==> config.mk <==
export PLATFORM = sky130hd
export DESIGN_NAME = fpa_div_stage
export DESIGN_NICKNAME = d
export VERILOG_FILES = /design/src/rtl/fixed_point_q24_8_alu_unit_defines.svh /design/src/rtl/fpa_pkg.sv /design/src/rtl/fpa_div_stage.sv
export SDC_FILE = /design/constraint.sdc
export NUM_CORES = 1
export LEC_CHECK = 0
export ABC_AREA = 0
export CORE_AREA = 2 2 165 167
export CTS_CLUSTER_SIZE = 24
export DETAILED_ROUTE_END_ITERATION = 8
export DIE_AREA = 0 0 167 169
export DONT_BUFFER_PORTS = 1
export PLACE_DENSITY = 0.55
export RECOVER_POWER = 50
export REMOVE_ABC_BUFFERS = 1
export SLEW_MARGIN = 40
export SYNTH_ARGS = -nofsm -noshare
export SYNTH_HDL_FRONTEND = slang
export SYNTH_SLANG_ARGS = --single-unit
==> constraint.sdc <==
create_clock -name clk -period 1.39 [get_ports clk]
set_input_delay 0.139 -clock clk [delete_from_list [all_inputs] [get_ports clk]]
set_output_delay 0.139 -clock clk [all_outputs]
set_load 0.005 [all_outputs]
==> src/rtl/fixed_point_q24_8_alu_unit_defines.svh <==
// Assertion macros for the fixed-point ALU.
`ifndef FIXED_POINT_Q24_8_ALU_UNIT_DEFINES_SVH
`define FIXED_POINT_Q24_8_ALU_UNIT_DEFINES_SVH

// Check cons in the same cycle as ante.
`define FPA_ASSERT_NOW(lbl, ante, cons, msg) \
	lbl: assert property (@(posedge clk) disable iff (!arst_n) (ante) |-> (cons)) \
	else $error(msg);

// Check cons in the cycle after ante.
`define FPA_ASSERT_NEXT(lbl, ante, cons, msg) \
	lbl: assert property (@(posedge clk) disable iff (!arst_n) (ante) |=> (cons)) \
	else $error(msg);

`endif

==> src/rtl/fpa_pkg.sv <==
// Types, constants and helpers shared by the fixed-point ALU.
`default_nettype none
package fpa_pkg;
	localparam int WORD_BITS = 32;
	localparam int FRAC_BITS = 8;
	localparam int QUOT_BITS = WORD_BITS + FRAC_BITS;
	localparam int PROD_BITS = 2 * WORD_BITS;
	localparam int DIV_STEPS = 2;

	typedef logic [WORD_BITS-1:0] word_t;

	localparam word_t WMAX = {1'b0, {(WORD_BITS-1){1'b1}}};
	localparam word_t WMIN = {1'b1, {(WORD_BITS-1){1'b0}}};

	typedef enum logic [3:0] {
		OP_ADD   = 4'd0,
		OP_SUB   = 4'd1,
		OP_MUL   = 4'd2,
		OP_DIV   = 4'd3,
		OP_CMP   = 4'd4,
		OP_MIN   = 4'd5,
		OP_MAX   = 4'd6,
		OP_INC   = 4'd7,
		OP_DEC   = 4'd8,
		OP_TOINT = 4'd9
	} opcode_t;

	typedef struct packed {
		opcode_t              op;
		logic                 neg;
		logic                 dz;
		logic                 ovf;
		logic                 lt;
		logic                 eq;
		logic                 gt;
		word_t                res;
		logic [QUOT_BITS-1:0] num;
		word_t                rem;
		word_t                dvs;
		logic [PROD_BITS-1:0] prod;
	} pipe_t;

	typedef struct packed {
		word_t val;
		logic  ovf;
	} sat_t;

	function automatic sat_t pack_sat(input logic neg, input logic [PROD_BITS-1:0] mag);
		logic [PROD_BITS-1:0] limit;
		sat_t r;
		limit = PROD_BITS'(WMAX) + PROD_BITS'(neg);
		if (mag > limit) begin
			r.ovf = 1'b1;
			r.val = neg ? WMIN : WMAX;
		end else begin
			r.ovf = 1'b0;
			r.val = neg ? (~mag[WORD_BITS-1:0] + 1'b1) : mag[WORD_BITS-1:0];
		end
		return r;
	endfunction
endpackage
`default_nettype wire

==> src/rtl/fpa_div_stage.sv <==
// One registered stage of the restoring divider, DIV_STEPS quotient bits per stage.
`default_nettype none
module fpa_div_stage #(
	parameter int DIV_STEPS = fpa_pkg::DIV_STEPS
) (
	input  logic          clk,
	input  logic          arst_n,
	input  logic          en,
	input  logic          in_valid,
	input  fpa_pkg::pipe_t in_data,
	output logic          out_valid,
	output fpa_pkg::pipe_t out_data
);
	import fpa_pkg::*;

	pipe_t nxt;

	always_comb begin
		logic [WORD_BITS:0] r;
		logic               bit_q;
		nxt = in_data;
		for (int i = 0; i < DIV_STEPS; i++) begin
			r = {nxt.rem, nxt.num[QUOT_BITS-1]};
			bit_q = (r >= {1'b0, nxt.dvs});
			if (bit_q) begin
				r = r - {1'b0, nxt.dvs};
			end
			nxt.rem = r[WORD_BITS-1:0];
			nxt.num = {nxt.num[QUOT_BITS-2:0], bit_q};
		end
	end

	always_ff @(posedge clk or negedge arst_n) begin
		if (!arst_n) begin
			out_valid <= 1'b0;
		end else if (en) begin
			out_valid <= in_valid;
		end
	end

	always_ff @(posedge clk) begin
		if (en && in_valid) begin
			out_data <= nxt;
		end
	end
endmodule
`default_nettype wire

# [Yosys cells after proc, flatten, opt, wreduce, memory -nomap -nowiden]
# Cells that the tools add are included.
[totals] regBits=211 inputBits=214 output_inout_bits=211 wordCells=20
[classes] add_sub_neg=2 n_lt_le_gt_ge=2 n_mux=2 n_reduce_logical=1
[op_table] operator=">= comparator 33 x 32 -> 1 bit" n=2
[op_table] operator="two-way mux 32 bit" n=2
[op_table] operator="subtractor 32 bit" n=2
[op_table] operator="logical AND 1 bit" n=1

# [Longest topological paths before layout]
[logic_depth] word_depth=4 depth_mapped=27 depth_no_buf=23

# [Worst setup path after synthesis]
# OpenSTA, ideal clock, no wires.
[synth_timing] path_kind="input to register" from="input port in_valid" to="register out_data[0] (netlist name) (enable)" setup_ps=595 arrival_time_ps=4900 required_time_ps=795 path_slack_ps=-4105 path_stages=1 n_path_buf=0 cell_sequence="and2_1"
[synth_via] elab_chain_cells=1
[synth_lines] item="from (decl)" line_no="fpa_div_stage.sv:9" source="input logic in_valid,"
[synth_lines] item="logical AND 1 bit" line_no="fpa_div_stage.sv:42" source="if (en && in_valid) begin"
[synth_lines] item="to (signal assigned)" line_no="fpa_div_stage.sv:43" source="out_data <= nxt;"
[synth_lines] item="to (decl)" line_no="fpa_div_stage.sv:12" source="output fpa_pkg::pipe_t out_data"
# Every way passes these cells.
# A chain may end at the register's enable or synchronous reset.

==> impl_metrics.env <==
export IMPL_required_ns=1.66
export IMPL_drt_iter0_drc=597
export IMPL_cts_buffer_depth=3
export IMPL_rows=60
export IMPL_crit_chain="clkinvlp_4 -> ha_4 -> nor2b_4 -> o2111a_1 -> o21a_1 -> o21ai_2 -> and3_4 -> nor3_4 -> nor2_4 -> clkinvlp_4 -> buf_6 -> mux2_4 -> ha_4 -> a21oi_4 -> o21a_1 -> o2111ai_2 -> o21ba_4 -> a211o_1 -> a221o_1 -> o31ai_4 -> inv_4 -> buf_16 -> a221o_1"
export IMPL_hold_class="input pin to flop"
export IMPL_grt_use_total_pct=26.9
export IMPL_power_density_nw_per_um2=1320
export IMPL_rr_startpoint="out_valid"
export IMPL_report_final_hold_viol_count=2
export IMPL_start_util_pct=41.2
export IMPL_crit_arrival_ns=4.87
export IMPL_fin_nets=1611
export IMPL_fmax_mhz=217
export IMPL_slew_headroom_pct=59.8
export IMPL_synth_seq_area_share_pct=58.0
export IMPL_synth_cell_types=66
export IMPL_whs_endpoint="out_data[119]"
export IMPL_synth_enable_flop_cells=210
export IMPL_ys_ff_latch=211
export IMPL_die_h_um=169
export IMPL_gp_congestion=0.901
export IMPL_ir_drop_mv=1.30
export IMPL_finalMaxSlewViolations=0
export IMPL_crit_fanout=8
export IMPL_cp_slowest_cell="a221o_1"
export IMPL_finalClockSkew_ns=0
export IMPL_wirelength_um=39900
export IMPL_io_buffers=0
export IMPL_via_per_inst=5.35
export IMPL_hpwl_um=29100
export IMPL_clock_latency_ns=0.52
export IMPL_fin_crit_ns=4.60
export IMPL_synth_main_ff_cell="edfxtp_1"
export IMPL_antenna_found_initial=1
export IMPL_critPathLaunchType="input pin"
export IMPL_clk_pin_slew_ns=0.06
export IMPL_htreeDepth=1
export IMPL_avgSynthCellArea_um2=12.9
export IMPL_async_flop_share_pct=0.474
export IMPL_crit_type="input pin to flop"
export IMPL_syn_to_final_growth_pct=55.1
export IMPL_leakagePower_nw=6.86
export IMPL_setup_ws_ns=-3.21
export IMPL_grt_max_degree=60
export IMPL_dieArea_um2=28200
export IMPL_cpPeakStageDelay_ns=0.35
export IMPL_cts_tree="yes"
export IMPL_finalSetupViolations=207
export IMPL_overflow=0
export IMPL_final_cell_mix="281 x buf_4, 210 x edfxtp_1, 188 x dlygate4sd3_1, 57 x a21oi_1, 51 x inv_1"
export IMPL_core_area_um2=26500
export IMPL_netlist_instances=843
export IMPL_cts_made_buffers=23
export IMPL_grt_pass1_vias=9128
export IMPL_fin_hold_ws_ns=-0.00832
export IMPL_root_buffer="clkbuf_16"
export IMPL_drc_errors=0
export IMPL_finalPower_w=0.0224
export IMPL_syn_area_um2=10900
export IMPL_holdPathStages=2
export IMPL_worstMarginPinSlew_ns=0.602
export IMPL_r2r_slack_ns=0.50
export IMPL_min_period_over_period_pct=331
export IMPL_final_antenna_net_count=0
export IMPL_mostFrequentLayoutCell="buf_4"
export IMPL_grt_pass1_wl_um=57300
export IMPL_dr_pass1_iters=8
export IMPL_regToRegEndpoint="out_valid"
export IMPL_end_kind="flop"
export IMPL_die_w_um=167
export IMPL_reg2reg_depth=1
export IMPL_vias=9041
export IMPL_min_delay_start="in_data[117]"
export IMPL_antennaDiodeCount=0
export IMPL_final_layout_size_suffix_gt1_share_pct=35.3
export IMPL_io_pins=425
export IMPL_status="finished with violations"
export IMPL_failed_checks="hold timing, setup timing"
export IMPL_cts_sinks=211
export IMPL_synth_warnings=0
export IMPL_wl_per_cell_um=23.6
export IMPL_rsz0062_at_grt="true"
export IMPL_fin_tns_setup_ns=-114.59
export IMPL_maxCapViolCount=0
## synthesized netlist by cell type (6+ instances only)
cell type	n	area (um^2)
mux2_4	23	345
inv_1	55	206
a221o_1	8	80.1
xor2_1	14	123
nand3_1	18	90.1
buf_2	8	40.0
nand4_1	8	50.1
o21a_1	7	52.6
or2_2	6	37.5
edfxtp_1	210	6310
mux2i_1	6	60.1
clkbuf_1	11	41.3
o21ai_0	34	170
ha_1	64	801
a21o_1	22	165
and3_1	11	68.8
nand2b_1	6	37.5
nor2_1	36	135
nand2_1	36	135
nor2b_1	7	43.8
a31oi_1	7	43.8
o21bai_1	12	90.1
nor3_1	19	95.1
a21oi_1	70	350
mux2_2	24	270
a211oi_1	6	45.0
xnor2_1	35	307
nor4_1	7	43.8
## metal layers
| metal | vias up | part of all wire, % | global-route usage [%] | wire length (um) |
|---|---|---|---|---|
| met1 | 4408 | 40 | 33.1 | 15900 |
| met3 | 63 | 7.5 | 7.11 | 2990 |
| met4 | 2 | 2.8 | 7.23 | 1100 |
| li1 | 4217 | - | - | - |
| met5 | - | 0.033 | 0 | 13 |
| met2 | 351 | 50 | 46.8 | 19800 |
## state kept, by name (all words and copies together), names as in the netlist
signal and count:
out_valid 1, out_data 210
## how the worst max path moves through the flow
stage                     slack [ns]  depth (start not counted)          from             to
after floorplan                -4.17                         20   in_data[82]  out_data[100]
after global placement         -4.01                         24  in_data[167]  out_data[104]
after detailed placement       -4.03                         24  in_data[167]  out_data[107]
after CTS                      -3.23                         24  in_data[167]  out_data[113]
after global routing           -3.40                         22   in_data[65]  out_data[117]
final                          -3.21                         23   in_data[65]  out_data[117]
## power by group
part,switching (W),internal [W],total (W)
combinational,0.00343,0.00444,0.00787
sequential,0.000446,0.00780,0.00824
clock,0.00265,0.00363,0.00628
## metrics by stage
stage / cell area [um^2] / instances / setup WS, ns / util [%]
floorplan: 10800 / 821 / -4.17 / -
global placement: 13300 / 1431 / -4.01 / 50.3
detailed placement: 13300 / 1431 / -4.03 / 50.3
CTS: 16500 / 1675 / -3.23 / 62.3
global route: 16900 / 1689 / -3.40 / 63.9
finish: 16900 / 1689 / -3.21 / 63.9
## final cells by class
class | count | area, um^2
tap | 341 | 427
clock inverter | 17 | 180
clock buffer | 25 | 583
sequential | 211 | 6330
fill | 1960 | 9570
inverter | 57 | 235
timing repair buffer | 484 | 4240
timing repair inverter | 1 | 7.51
multi-input combinational | 553 | 4930
## cells by family after synthesis
group | Yosys count | synth area share [%]
AOI/OAI and AO/OA | 215 | 13.2
xor gates and xnor gates | 49 | 3.93
adders and majority gates | 66 | 7.71
buffers and inverters | 79 | 3.02
DFF | 211 | 58.0
muxes | 53 | 6.19
and+or+nand+nor | 170 | 7.92
## critical path, delay by kind of cell
| family | cells | cell delay, ns |
|---|---|---|
| AO/OA/AOI/OAI | 11 | 2.61 |
| adder cells (fa/ha/maj) | 2 | 0.41 |
| buffers and inverters | 5 | 0.80 |
| multiplexers | 1 | 0.32 |
| AND/OR/NAND/NOR | 4 | 0.59 |
## what timing repair did
item,in CTS,in global routing
hold endpoints to repair,195,6
gates cloned,2,0
hold buffers,188,1
pin swaps,32,46
endpoints found under the setup margin,34,35
gates resized for setup,76,54
setup buffers,12,16
(Power assumes the default switching activity.)
